--- config.mk ---
export PLATFORM = sky130hd
export DESIGN_NAME = priority_aging_scheduler_top
export DESIGN_NICKNAME = d
export VERILOG_FILES = /design/src/rtl/pas_pkg.sv /design/src/rtl/pas_ctrl.sv /design/src/rtl/pas_datapath.sv /design/src/rtl/priority_aging_scheduler_top.sv
export SDC_FILE = /design/constraint.sdc
export NUM_CORES = 1
export LEC_CHECK = 0
export BUFFER_PORTS_ARGS = -buffer_cell sky130_fd_sc_hd__buf_2
export CAP_MARGIN = 20
export CELL_PAD_IN_SITES_DETAIL_PLACEMENT = 0
export CELL_PAD_IN_SITES_GLOBAL_PLACEMENT = 1
export CORE_AREA = 10 10 231 233
export DETAILED_ROUTE_END_ITERATION = 8
export DIE_AREA = 0 0 241 243
export GPL_TIMING_DRIVEN = 0
export PLACE_DENSITY = 0.83
export SKIP_LAST_GASP = 1
export SLEW_MARGIN = 30
export SYNTH_ARGS = -nofsm -noshare
export SYNTH_HDL_FRONTEND = slang
export SYNTH_SLANG_ARGS = --single-unit
--- constraint.sdc ---
create_clock -name clk -period 7.2 [get_ports clk]
set_input_delay 1.44 -clock clk [delete_from_list [all_inputs] [get_ports clk]]
set_output_delay 1.44 -clock clk [all_outputs]
set_load 0.03 [all_outputs]
--- src/rtl/pas_pkg.sv ---
// pas_pkg: shared types, constants and score helpers for the priority aging scheduler
// no dependencies; used by pas_ctrl, pas_datapath and priority_aging_scheduler_top
`default_nettype none

package pas_pkg;

    localparam int PRIO_W     = 4;
    localparam int AGE_W      = 8;
    localparam int WEIGHT_W   = 3;
    localparam int SCORE_W    = 9;
    localparam int ACTION_W   = 2;
    localparam int PID_W      = 6;
    localparam int OUT_SLOT_W = 5;
    localparam int CODE_W     = 2;
    localparam int IN_DATA_W  = 8;
    localparam int OUT_DATA_W = 24;

    localparam logic [WEIGHT_W-1:0] WEIGHT_RESET = 3'd3;
    localparam logic [AGE_W-1:0]    AGE_MAX      = 8'hFF;

    typedef enum logic [1:0] {
        TS_READY = 2'd0,
        TS_RUN   = 2'd1,
        TS_TERM  = 2'd2
    } task_state_t;

    typedef enum logic [ACTION_W-1:0] {
        ACT_TICK   = 2'd0,
        ACT_EXIT   = 2'd1,
        ACT_CREATE = 2'd2,
        ACT_KILL   = 2'd3
    } action_t;

    typedef enum logic [CODE_W-1:0] {
        RC_OK        = 2'd0,
        RC_NOT_FOUND = 2'd1,
        RC_FULL      = 2'd2
    } result_code_t;

    typedef struct packed {
        task_state_t        state;
        logic [PRIO_W-1:0]  prio;
        logic [AGE_W-1:0]   age;
    } entry_t;

    localparam entry_t ENTRY0_RESET = '{state: TS_RUN, prio: 4'd2, age: 8'd0};

    // controller to datapath
    typedef struct packed {
        logic capture;
        logic decode;
        logic load;
        logic scan;
        logic fix_old;
        logic fix_new;
        logic finish;
    } pas_cmd_t;

    // datapath to controller
    typedef struct packed {
        logic early_out;
        logic scan_path;
        logic scan_done;
        logic out_free;
    } pas_sts_t;

    function automatic logic [SCORE_W-1:0] score_of(entry_t e, logic [WEIGHT_W-1:0] w);
        logic [PRIO_W+WEIGHT_W-1:0] prod;
        prod = e.prio * w;
        return SCORE_W'(prod) + SCORE_W'(e.age);
    endfunction

    function automatic logic [AGE_W-1:0] age_inc(logic [AGE_W-1:0] a);
        return (a == AGE_MAX) ? a : a + AGE_W'(1);
    endfunction

endpackage

`default_nettype wire

--- src/rtl/pas_ctrl.sv ---
// pas_ctrl: sequencing state machine of the priority aging scheduler
// depends on pas_pkg for command and status structs
`default_nettype none

module pas_ctrl (
    input  wire logic           clk,
    input  wire logic           rst_n,
    input  wire logic           in_valid,
    output logic                in_ready,
    input  wire pas_pkg::pas_sts_t sts,
    output pas_pkg::pas_cmd_t   cmd
);

    typedef enum logic [6:0] {
        ST_IDLE    = 7'b0000001,
        ST_DECODE  = 7'b0000010,
        ST_LOAD    = 7'b0000100,
        ST_SCAN    = 7'b0001000,
        ST_FIX_OLD = 7'b0010000,
        ST_FIX_NEW = 7'b0100000,
        ST_FINISH  = 7'b1000000
    } ctrl_state_t;

    ctrl_state_t state_reg;
    ctrl_state_t state_next;

    assign in_ready = (state_reg == ST_IDLE);

    always_comb
    begin
        state_next  = state_reg;
        cmd         = '0;
        case (state_reg)
            ST_IDLE:
            begin
                if (in_valid)
                begin
                    cmd.capture = 1'b1;
                    state_next  = ST_DECODE;
                end
            end
            ST_DECODE:
            begin
                cmd.decode = 1'b1;
                state_next = sts.early_out ? ST_FINISH : ST_LOAD;
            end
            ST_LOAD:
            begin
                cmd.load   = 1'b1;
                state_next = sts.scan_path ? ST_SCAN : ST_FINISH;
            end
            ST_SCAN:
            begin
                cmd.scan = 1'b1;
                if (sts.scan_done)
                begin
                    state_next = ST_FIX_OLD;
                end
            end
            ST_FIX_OLD:
            begin
                cmd.fix_old = 1'b1;
                state_next  = ST_FIX_NEW;
            end
            ST_FIX_NEW:
            begin
                cmd.fix_new = 1'b1;
                state_next  = ST_FINISH;
            end
            ST_FINISH:
            begin
                if (sts.out_free)
                begin
                    cmd.finish = 1'b1;
                    state_next = ST_IDLE;
                end
            end
            default:
            begin
                state_next = ST_IDLE;
            end
        endcase
    end

    always_ff @(posedge clk or negedge rst_n)
    begin
        if (!rst_n)
        begin
            state_reg <= ST_IDLE;
        end
        else
        begin
            state_reg <= state_next;
        end
    end

endmodule

`default_nettype wire

--- src/rtl/pas_datapath.sv ---
// pas_datapath: task table memory, scan unit, running task registers and result register
// depends on pas_pkg; driven by pas_ctrl through pas_cmd_t
`default_nettype none

module pas_datapath #(
    parameter int MAX_TASKS = 32,
    localparam int SLOT_W   = $clog2(MAX_TASKS),
    localparam int CNT_W    = $clog2(MAX_TASKS + 1)
) (
    input  wire logic                              clk,
    input  wire logic                              rst_n,
    input  wire logic                              cfg_we,
    input  wire logic [pas_pkg::WEIGHT_W-1:0]      cfg_wdata,
    input  wire logic [pas_pkg::ACTION_W-1:0]      in_action,
    input  wire logic [pas_pkg::PID_W-1:0]         in_pid,
    input  wire pas_pkg::pas_cmd_t                 cmd,
    output pas_pkg::pas_sts_t                      sts,
    input  wire logic                              out_ready,
    output logic                                   out_valid,
    output logic                                   out_switched,
    output logic [pas_pkg::OUT_SLOT_W-1:0]         out_prev_slot,
    output logic [pas_pkg::OUT_SLOT_W-1:0]         out_next_slot,
    output logic                                   out_running_valid,
    output logic [pas_pkg::CODE_W-1:0]             out_code,
    output logic [pas_pkg::PID_W-1:0]              out_new_pid
);

    // task table
    pas_pkg::entry_t mem [MAX_TASKS];
    pas_pkg::entry_t rd_data_reg;
    logic [SLOT_W-1:0] rd_addr_reg;
    logic              slot0_written_reg;

    logic              rd_en;
    logic [SLOT_W-1:0] rd_addr;
    logic              wr_en;
    logic [SLOT_W-1:0] wr_addr;
    pas_pkg::entry_t   wr_data;
    pas_pkg::entry_t   rd_eff;

    // scheduler state
    logic [pas_pkg::WEIGHT_W-1:0] weight_reg;
    logic [CNT_W-1:0]             used_count_reg;
    logic [SLOT_W-1:0]            running_slot_reg;
    logic                         running_flag_reg;

    // per request
    pas_pkg::action_t             action_reg;
    logic [pas_pkg::PID_W-1:0]    pid_reg;
    logic [SLOT_W-1:0]            prev_slot_reg;
    logic                         prev_flag_reg;
    pas_pkg::entry_t              held_reg;
    pas_pkg::result_code_t        code_reg;
    logic [pas_pkg::PID_W-1:0]    new_pid_reg;
    logic                         dispatch_reg;

    // scan unit
    logic [CNT_W-1:0]             idx_reg;
    logic                         pend_reg;
    logic                         best_found_reg;
    logic [SLOT_W-1:0]            best_slot_reg;
    logic [pas_pkg::SCORE_W-1:0]  best_score_reg;
    logic [pas_pkg::PRIO_W-1:0]   best_prio_reg;

    // result register
    logic                         out_valid_reg;
    logic                         out_switched_reg;
    logic [pas_pkg::OUT_SLOT_W-1:0] out_prev_reg;
    logic [pas_pkg::OUT_SLOT_W-1:0] out_next_reg;
    logic                         out_run_reg;
    logic [pas_pkg::CODE_W-1:0]   out_code_reg;
    logic [pas_pkg::PID_W-1:0]    out_new_pid_reg;

    logic [SLOT_W-1:0]            kill_slot;
    logic                         kill_hit;
    logic                         pid_bad;
    logic                         table_full;
    logic                         exit_path;
    logic [pas_pkg::SCORE_W-1:0]  run_score;
    logic [pas_pkg::SCORE_W-1:0]  scan_score;
    logic                         scan_cand;
    logic                         scan_better;
    logic                         best_better;
    logic                         preempt;
    logic                         dispatch;
    logic                         scan_issue;

    assign rd_eff = (rd_addr_reg == '0 && !slot0_written_reg) ? pas_pkg::ENTRY0_RESET
                                                              : rd_data_reg;

    assign kill_slot  = SLOT_W'(pid_reg - pas_pkg::PID_W'(1));
    assign kill_hit   = running_flag_reg && (kill_slot == running_slot_reg);
    assign pid_bad    = (pid_reg == '0) || (8'(pid_reg) > 8'(used_count_reg));
    assign table_full = (used_count_reg >= CNT_W'(MAX_TASKS));
    assign exit_path  = (action_reg == pas_pkg::ACT_EXIT) ||
                        (action_reg == pas_pkg::ACT_KILL && kill_hit);

    assign run_score   = pas_pkg::score_of(held_reg, weight_reg);
    assign best_better = best_score_reg > run_score;
    assign preempt     = (action_reg == pas_pkg::ACT_TICK) && running_flag_reg &&
                         best_found_reg && best_better;
    assign dispatch    = best_found_reg &&
                         (((action_reg == pas_pkg::ACT_TICK) &&
                           (!running_flag_reg || best_better)) ||
                          (exit_path && running_flag_reg));

    assign scan_score  = pas_pkg::score_of(rd_eff, weight_reg);
    assign scan_cand   = pend_reg && (rd_eff.state == pas_pkg::TS_READY);
    assign scan_better = !best_found_reg || (scan_score > best_score_reg);
    assign scan_issue  = cmd.scan && (idx_reg < used_count_reg);

    always_comb
    begin
        sts.early_out = ((action_reg == pas_pkg::ACT_CREATE) && table_full) ||
                        ((action_reg == pas_pkg::ACT_KILL) && pid_bad);
        sts.scan_path = (action_reg == pas_pkg::ACT_TICK) ||
                        (action_reg == pas_pkg::ACT_EXIT) ||
                        ((action_reg == pas_pkg::ACT_KILL) && kill_hit);
        sts.scan_done = (idx_reg == used_count_reg) && !pend_reg;
        sts.out_free  = !out_valid_reg || out_ready;
    end

    // read port: held entry on decode, table walk on scan
    always_comb
    begin
        rd_en   = 1'b0;
        rd_addr = running_slot_reg;
        if (cmd.decode)
        begin
            rd_en   = !sts.early_out;
            rd_addr = (action_reg == pas_pkg::ACT_KILL) ? kill_slot : running_slot_reg;
        end
        else if (scan_issue)
        begin
            rd_en   = 1'b1;
            rd_addr = idx_reg[SLOT_W-1:0];
        end
    end

    // write port
    always_comb
    begin
        wr_en   = 1'b0;
        wr_addr = running_slot_reg;
        wr_data = held_reg;
        if (cmd.load && action_reg == pas_pkg::ACT_CREATE)
        begin
            wr_en   = 1'b1;
            wr_addr = SLOT_W'(used_count_reg);
            wr_data = '{state: pas_pkg::TS_READY, prio: rd_eff.prio, age: rd_eff.age};
        end
        else if (cmd.load && action_reg == pas_pkg::ACT_KILL && !kill_hit &&
                 rd_eff.state == pas_pkg::TS_READY)
        begin
            wr_en   = 1'b1;
            wr_addr = kill_slot;
            wr_data = '{state: pas_pkg::TS_TERM, prio: rd_eff.prio, age: rd_eff.age};
        end
        else if (scan_cand)
        begin
            // aging during the walk; decisions use the score before aging
            wr_en   = 1'b1;
            wr_addr = rd_addr_reg;
            wr_data = '{state: pas_pkg::TS_READY, prio: rd_eff.prio,
                        age: pas_pkg::age_inc(rd_eff.age)};
        end
        else if (cmd.fix_old && preempt)
        begin
            wr_en   = 1'b1;
            wr_addr = running_slot_reg;
            wr_data = '{state: pas_pkg::TS_READY, prio: held_reg.prio,
                        age: pas_pkg::age_inc(held_reg.age)};
        end
        else if (cmd.fix_old && exit_path && running_flag_reg)
        begin
            wr_en   = 1'b1;
            wr_addr = running_slot_reg;
            wr_data = '{state: pas_pkg::TS_TERM, prio: held_reg.prio, age: held_reg.age};
        end
        else if (cmd.fix_new && dispatch_reg)
        begin
            wr_en   = 1'b1;
            wr_addr = best_slot_reg;
            wr_data = '{state: pas_pkg::TS_RUN, prio: best_prio_reg, age: '0};
        end
    end

    always_ff @(posedge clk)
    begin
        if (wr_en)
        begin
            mem[wr_addr] <= wr_data;
        end
        if (rd_en)
        begin
            rd_data_reg <= mem[rd_addr];
            rd_addr_reg <= rd_addr;
        end
    end

    // payload registers
    always_ff @(posedge clk)
    begin
        if (cmd.capture)
        begin
            action_reg    <= pas_pkg::action_t'(in_action);
            pid_reg       <= in_pid;
            prev_slot_reg <= running_slot_reg;
            prev_flag_reg <= running_flag_reg;
        end
        if (cmd.load)
        begin
            held_reg <= rd_eff;
        end
        if (cmd.fix_old)
        begin
            dispatch_reg <= dispatch;
        end
        if (scan_cand && scan_better)
        begin
            best_slot_reg  <= rd_addr_reg;
            best_score_reg <= scan_score;
            best_prio_reg  <= rd_eff.prio;
        end
        if (cmd.finish)
        begin
            out_switched_reg <= (prev_flag_reg != running_flag_reg) ||
                                (prev_slot_reg != running_slot_reg);
            out_prev_reg     <= pas_pkg::OUT_SLOT_W'(prev_slot_reg);
            out_next_reg     <= pas_pkg::OUT_SLOT_W'(running_slot_reg);
            out_run_reg      <= running_flag_reg;
            out_code_reg     <= code_reg;
            out_new_pid_reg  <= new_pid_reg;
        end
    end

    // control and scheduler state
    always_ff @(posedge clk or negedge rst_n)
    begin
        if (!rst_n)
        begin
            weight_reg        <= pas_pkg::WEIGHT_RESET;
            used_count_reg    <= CNT_W'(1);
            running_slot_reg  <= '0;
            running_flag_reg  <= 1'b1;
            slot0_written_reg <= 1'b0;
            code_reg          <= pas_pkg::RC_OK;
            new_pid_reg       <= '0;
            idx_reg           <= '0;
            pend_reg          <= 1'b0;
            best_found_reg    <= 1'b0;
            out_valid_reg     <= 1'b0;
        end
        else
        begin
            if (cfg_we)
            begin
                weight_reg <= cfg_wdata;
            end
            if (wr_en && wr_addr == '0)
            begin
                slot0_written_reg <= 1'b1;
            end
            if (cmd.capture)
            begin
                code_reg    <= pas_pkg::RC_OK;
                new_pid_reg <= '0;
            end
            if (cmd.decode && sts.early_out)
            begin
                code_reg <= (action_reg == pas_pkg::ACT_CREATE) ? pas_pkg::RC_FULL
                                                                : pas_pkg::RC_NOT_FOUND;
            end
            if (cmd.load)
            begin
                idx_reg        <= '0;
                pend_reg       <= 1'b0;
                best_found_reg <= 1'b0;
                if (action_reg == pas_pkg::ACT_CREATE)
                begin
                    used_count_reg <= used_count_reg + CNT_W'(1);
                    new_pid_reg    <= pas_pkg::PID_W'(used_count_reg + CNT_W'(1));
                end
            end
            if (cmd.scan)
            begin
                pend_reg <= scan_issue;
                if (scan_issue)
                begin
                    idx_reg <= idx_reg + CNT_W'(1);
                end
            end
            if (scan_cand)
            begin
                best_found_reg <= 1'b1;
            end
            if (cmd.fix_old && exit_path && running_flag_reg)
            begin
                running_flag_reg <= 1'b0;
            end
            if (cmd.fix_new && dispatch_reg)
            begin
                running_slot_reg <= best_slot_reg;
                running_flag_reg <= 1'b1;
            end
            if (cmd.finish)
            begin
                out_valid_reg <= 1'b1;
            end
            else if (out_ready)
            begin
                out_valid_reg <= 1'b0;
            end
        end
    end

    assign out_valid         = out_valid_reg;
    assign out_switched      = out_switched_reg;
    assign out_prev_slot     = out_prev_reg;
    assign out_next_slot     = out_next_reg;
    assign out_running_valid = out_run_reg;
    assign out_code          = out_code_reg;
    assign out_new_pid       = out_new_pid_reg;

endmodule

`default_nettype wire

--- src/rtl/priority_aging_scheduler_top.sv ---
// tick, exit and kill of the running task run decode, load, a scan of the used slots,
// fix_old, fix_new and finish; create and kill of a ready task run decode, load, finish;
// rejects run decode and finish. One request at a time: the next is taken once the
// controller is back in idle, and a result still held by the receiver stalls the finish
// step; the table walk reads one entry per cycle through the single memory read port
// reset: slot 0 running with priority 2, one used slot, weight 3; no clearing pass
`default_nettype none

module priority_aging_scheduler_top #(
    parameter int MAX_TASKS = 32
) (
    input  wire logic                              clk,
    input  wire logic                              rst_n,
    // weight register write
    input  wire logic                              cfg_we,
    input  wire logic [pas_pkg::WEIGHT_W-1:0]      cfg_wdata,
    // request side
    input  wire logic                              s_axis_tvalid,
    output logic                                   s_axis_tready,
    input  wire logic [pas_pkg::IN_DATA_W-1:0]     s_axis_tdata,  // target_pid[5:0], zero pad
    input  wire logic [pas_pkg::ACTION_W-1:0]      s_axis_tuser,  // action[1:0]
    // result side
    output logic                                   m_axis_tvalid,
    input  wire logic                              m_axis_tready,
    // switched[0], prev_slot[5:1], next_slot[10:6], running_valid[11],
    // status_code[13:12], new_pid[19:14], zero pad[23:20]
    output logic [pas_pkg::OUT_DATA_W-1:0]         m_axis_tdata
);

    pas_pkg::pas_cmd_t cmd;
    pas_pkg::pas_sts_t sts;

    logic                               res_switched;
    logic [pas_pkg::OUT_SLOT_W-1:0]     res_prev_slot;
    logic [pas_pkg::OUT_SLOT_W-1:0]     res_next_slot;
    logic                               res_running_valid;
    logic [pas_pkg::CODE_W-1:0]         res_code;
    logic [pas_pkg::PID_W-1:0]          res_new_pid;

    // sequencer: one request in flight, result register decouples the output side
    pas_ctrl u_ctrl (
        .clk      (clk),
        .rst_n    (rst_n),
        .in_valid (s_axis_tvalid),
        .in_ready (s_axis_tready),
        .sts      (sts),
        .cmd      (cmd)
    );

    // task table, best ready search with aging, running task state
    pas_datapath #(
        .MAX_TASKS (MAX_TASKS)
    ) u_datapath (
        .clk               (clk),
        .rst_n             (rst_n),
        .cfg_we            (cfg_we),
        .cfg_wdata         (cfg_wdata),
        .in_action         (s_axis_tuser),
        .in_pid            (s_axis_tdata[pas_pkg::PID_W-1:0]),
        .cmd               (cmd),
        .sts               (sts),
        .out_ready         (m_axis_tready),
        .out_valid         (m_axis_tvalid),
        .out_switched      (res_switched),
        .out_prev_slot     (res_prev_slot),
        .out_next_slot     (res_next_slot),
        .out_running_valid (res_running_valid),
        .out_code          (res_code),
        .out_new_pid       (res_new_pid)
    );

    // pack result fields from the lowest bit up
    assign m_axis_tdata = {4'b0, res_new_pid, res_code, res_running_valid,
                           res_next_slot, res_prev_slot, res_switched};

endmodule

`default_nettype wire

==> reports/summary.txt <==
YOSYS
---------------------------------------------------------------------------------
Async set-or-reset flop fraction in the synthesized netlist               0.06969
Number of enable flip-flop cells after synthesis                              534
Prevailing post-synth register cell                                      edfxtp_1
Number of register bits inferred by synthesis                                 574
Synthesized area per cell                                             13.12 sq um
Netlist cell types                                                             74
Proportion of synthesized chip area in sequential cells                    0.6832
Post-Synthesis Cells                                                         1901
Cell area after synthesis                                             24950 sq um
Synth Warn #                                                                    0

CELLS AND AREA
---------------------------------------------------------------------------------
Layout Utilization                                                         0.5816
Area Growth Syn to Fin                                                     13.41%
Commonest non-fill, non-tap cell in the layout                           edfxtp_1
Area of the multi-input gates                                          7370 sq um
Layout cells sized above 1                                                 0.1223
Total area of sequential cells                                        17040 sq um
Leading cell types in the layout, fill and taps excluded             edfxtp_1, nand2_1, nand3_1
Number of inserted filler cells in the final layout                          3774
Antenna cells                                                                   0
Nets                                                                         2103
Number of flip-flops in the largest register                                  448
Number of standard cells in the final layout excluding fillers               2683

TIMING
---------------------------------------------------------------------------------
Final setup vio count                                                           0
Number of hold violations in the final report                                   0
Share of the cycle needed by the critical path after routing               0.8737
Slew margin rel.                                                           0.3699
Worst clock skew                                                       0.01589 ns
Transition time of the tightest slew-check pin                          0.9451 ns
Fin crit period                                                          6.291 ns
Maximum clock frequency                                                 159.0 MHz
Max-slew violation count                                                        0
RSZ-0062 raised after global routing                                           no

GLOBAL ROUTE
---------------------------------------------------------------------------------
Wire length of the first global-routing pass                             95580 um
GRT Total Usage                                                            0.2153
Global-route congestion overflow total                                          0
Via count of the first global-routing pass                                  15650
Antenna violations before repair                                                0
Largest net degree at the start of global routing                              41

DRT
---------------------------------------------------------------------------------
Detailed-routing iteration count for the pre-antenna-repair pass                6
Vias per inst                                                               5.943
Post-route DRC violation count                                                  0
Via count                                                                   15950
Post-detailed-route wirelength per cell                                  23.55 um
Final antenna-violating net count                                               0
Final wirelength                                                         63180 um
Detailed Route Iter0 Violations                                              1734

WORST SETUP PATH
---------------------------------------------------------------------------------
Capturing element type of the critical path                                  flop
Critical path peak fanout                                                      14
Critical path class                                                    reg -> reg
Worst Setup Start Kind                                                       flop
Worst EP arrival                                                          6.54 ns
Worst path required time                                                  7.45 ns

FLOORPLANNING
---------------------------------------------------------------------------------
Core Footprint                                                        48650 sq um
Total Die Area                                                        58560 sq um
Floorplan die width                                                        241 um
Initial standard-cell utilization of the core                              0.5128
Die height                                                                 243 um
Top-level port count                                                           44
Standard-cell row count                                                        81

PLACE
---------------------------------------------------------------------------------
DP HPWL                                                                  43960 um
Global placer's final weighted congestion                                  0.9462
Number of placed instances with taps included                                2577
Port Buffer Count                                                              37

CLOCK NETWORK
---------------------------------------------------------------------------------
Clock-pin slew on the worst setup and hold paths                          0.06 ns
CTS max path bufs                                                               3
Maximum level of the CTS H-tree                                                 2
Num Clock Sinks                                                               574
Source-to-sink clock delay at the later pin of the worst-skew pair        0.63 ns
CTS resizes                                                                     0
TritonCTS clock tree                                                         done
Root cell of the clock tree                                             clkbuf_16
CTS Buf Count                                                                  57
Setup Buffers After CTS                                                         0
Number of buffers inserted by hold repair at cts                                0

POWER AND IR DROP
---------------------------------------------------------------------------------
Lkg Pwr                                                                  9.888 nW
Worst IR drop on VDD                                                    0.2347 mV
Power density relative to cell area                                  275.7 nW/um^2

JOB
---------------------------------------------------------------------------------
Max cap viols                                                                   0

OUTCOME
---------------------------------------------------------------------------------
Outcome                                                                 completed

WORST HOLD PATH
---------------------------------------------------------------------------------
Hold Crit Class                                                        reg -> reg

## Yosys cell counts, drive strengths merged (8+ instances only)
master  instances  area [sq um]
o21ai          24         131.4
and2           26         162.7
clkbuf         41         153.9
o21a           14         105.1
nor2b          10         62.56
dfrtp          35         875.8
xnor2          20         175.2
nand3         130         650.6
nand2         421          1580
ha             57         713.2
nor2           73         276.5
fa             14         280.3
a21o            8         60.06
and3            9         56.30
nand4          18         112.6
a21oi          25         125.1
a31oi          64         400.4
nor3           10         61.31
a32oi          56         490.5
edfxtp        534         16040
inv            67         251.5
buf            53         361.6
xor2           12         105.1
nor4           21         131.4
mux2i          71         710.7
## cell type report
class,count,share of cell area
clock buffer,72,0.05316
inverter,69,0.009199
multi-input combinational,1167,0.2605
tap,622,0.02751
buffer,94,0.01822
clock inverter,34,0.01327
timing repair buffer,51,0.01574
sequential,574,0.6024
## power breakdown
group          total [mW]  internal, mW  switching (mW)  leakage, nW
registers            3.81          3.75          0.0615         5.34
logic               0.986         0.347           0.639         3.65
clock network        3.00          1.73            1.27        0.901
## critical path: stages, from the launching register on
cell and delay (ns):
dfstp_2 0.63, nand2_1 0.11, fa_1 0.54, inv_1 0.05
fa_1 0.48, fa_1 0.42, a21o_1 0.17, a21oi_1 0.21
o21bai_1 0.09, a21oi_1 0.17, xor2_1 0.17, ha_1 0.27
nand4_1 0.10, nor2_1 0.06, a21oi_1 0.17, o311a_1 0.33
and3b_1 0.23, and2_1 0.19, nor2_1 0.13, nand2_1 0.50
nor2_2 0.88
## metal layers
metal  GRT usage  part of all wire  vias up
met4     0.09395             0.045        0
met1      0.2804              0.40     7833
met5           0                 0        -
li1            -                 -     7267
met2      0.3437              0.47      699
met3     0.04385             0.083      147
## stage by stage
| step | worst slack [ns] | TNS [ns] | hold WS [ns] | instance area [sq um] | power [mW] |
|---|---|---|---|---|---|
| 2_1_floorplan | 0.9929 | 0 | 0.4245 | 24960 | 4.511 |
| 3_3_place_gp | -2.285 | -144.18 | 0.4398 | 25920 | 4.802 |
| 3_5_place_dp | 0.9109 | 0 | 0.4480 | 26410 | 4.852 |
| 4_1_cts | 0.9068 | 0 | 0.4618 | 28290 | 7.832 |
| 5_1_grt | 0.5634 | 0 | 0.4679 | 28290 | 8.078 |
| 6_report | 0.9092 | 0 | 0.4573 | 28290 | 7.799 |
## cell families after synthesis
kind of cell,Yosys count,synth area share
AND/OR/NAND/NOR,747,0.1334
flip-flops,574,0.6832
AO/OA/AOI/OAI,234,0.06756
buffers and inverters,163,0.03110
multiplexers,76,0.03075
adder cells (fa/ha/maj),71,0.03983
XOR/XNOR,35,0.01404
other,1,0.0001503
## worst paths after layout
check                                     startpoint                        endpoint  slack, ns  depth (start not counted)
max reg2reg                 u_datapath.weight_reg[0]           u_datapath.mem[15][9]       0.91                         20
min                        u_datapath.new_pid_reg[4]       u_datapath.out_new_pid[4]       0.46                          0
max in group asynchronous                      rst_n  u_datapath.running_slot_reg[3]       6.00                          1
max                         u_datapath.weight_reg[0]           u_datapath.mem[15][9]       0.91                         20
min reg2reg                u_datapath.new_pid_reg[4]       u_datapath.out_new_pid[4]       0.46                          0
min in group asynchronous                      rst_n    u_datapath.used_count_reg[2]       0.81                          1
(Power assumes the default switching activity.)
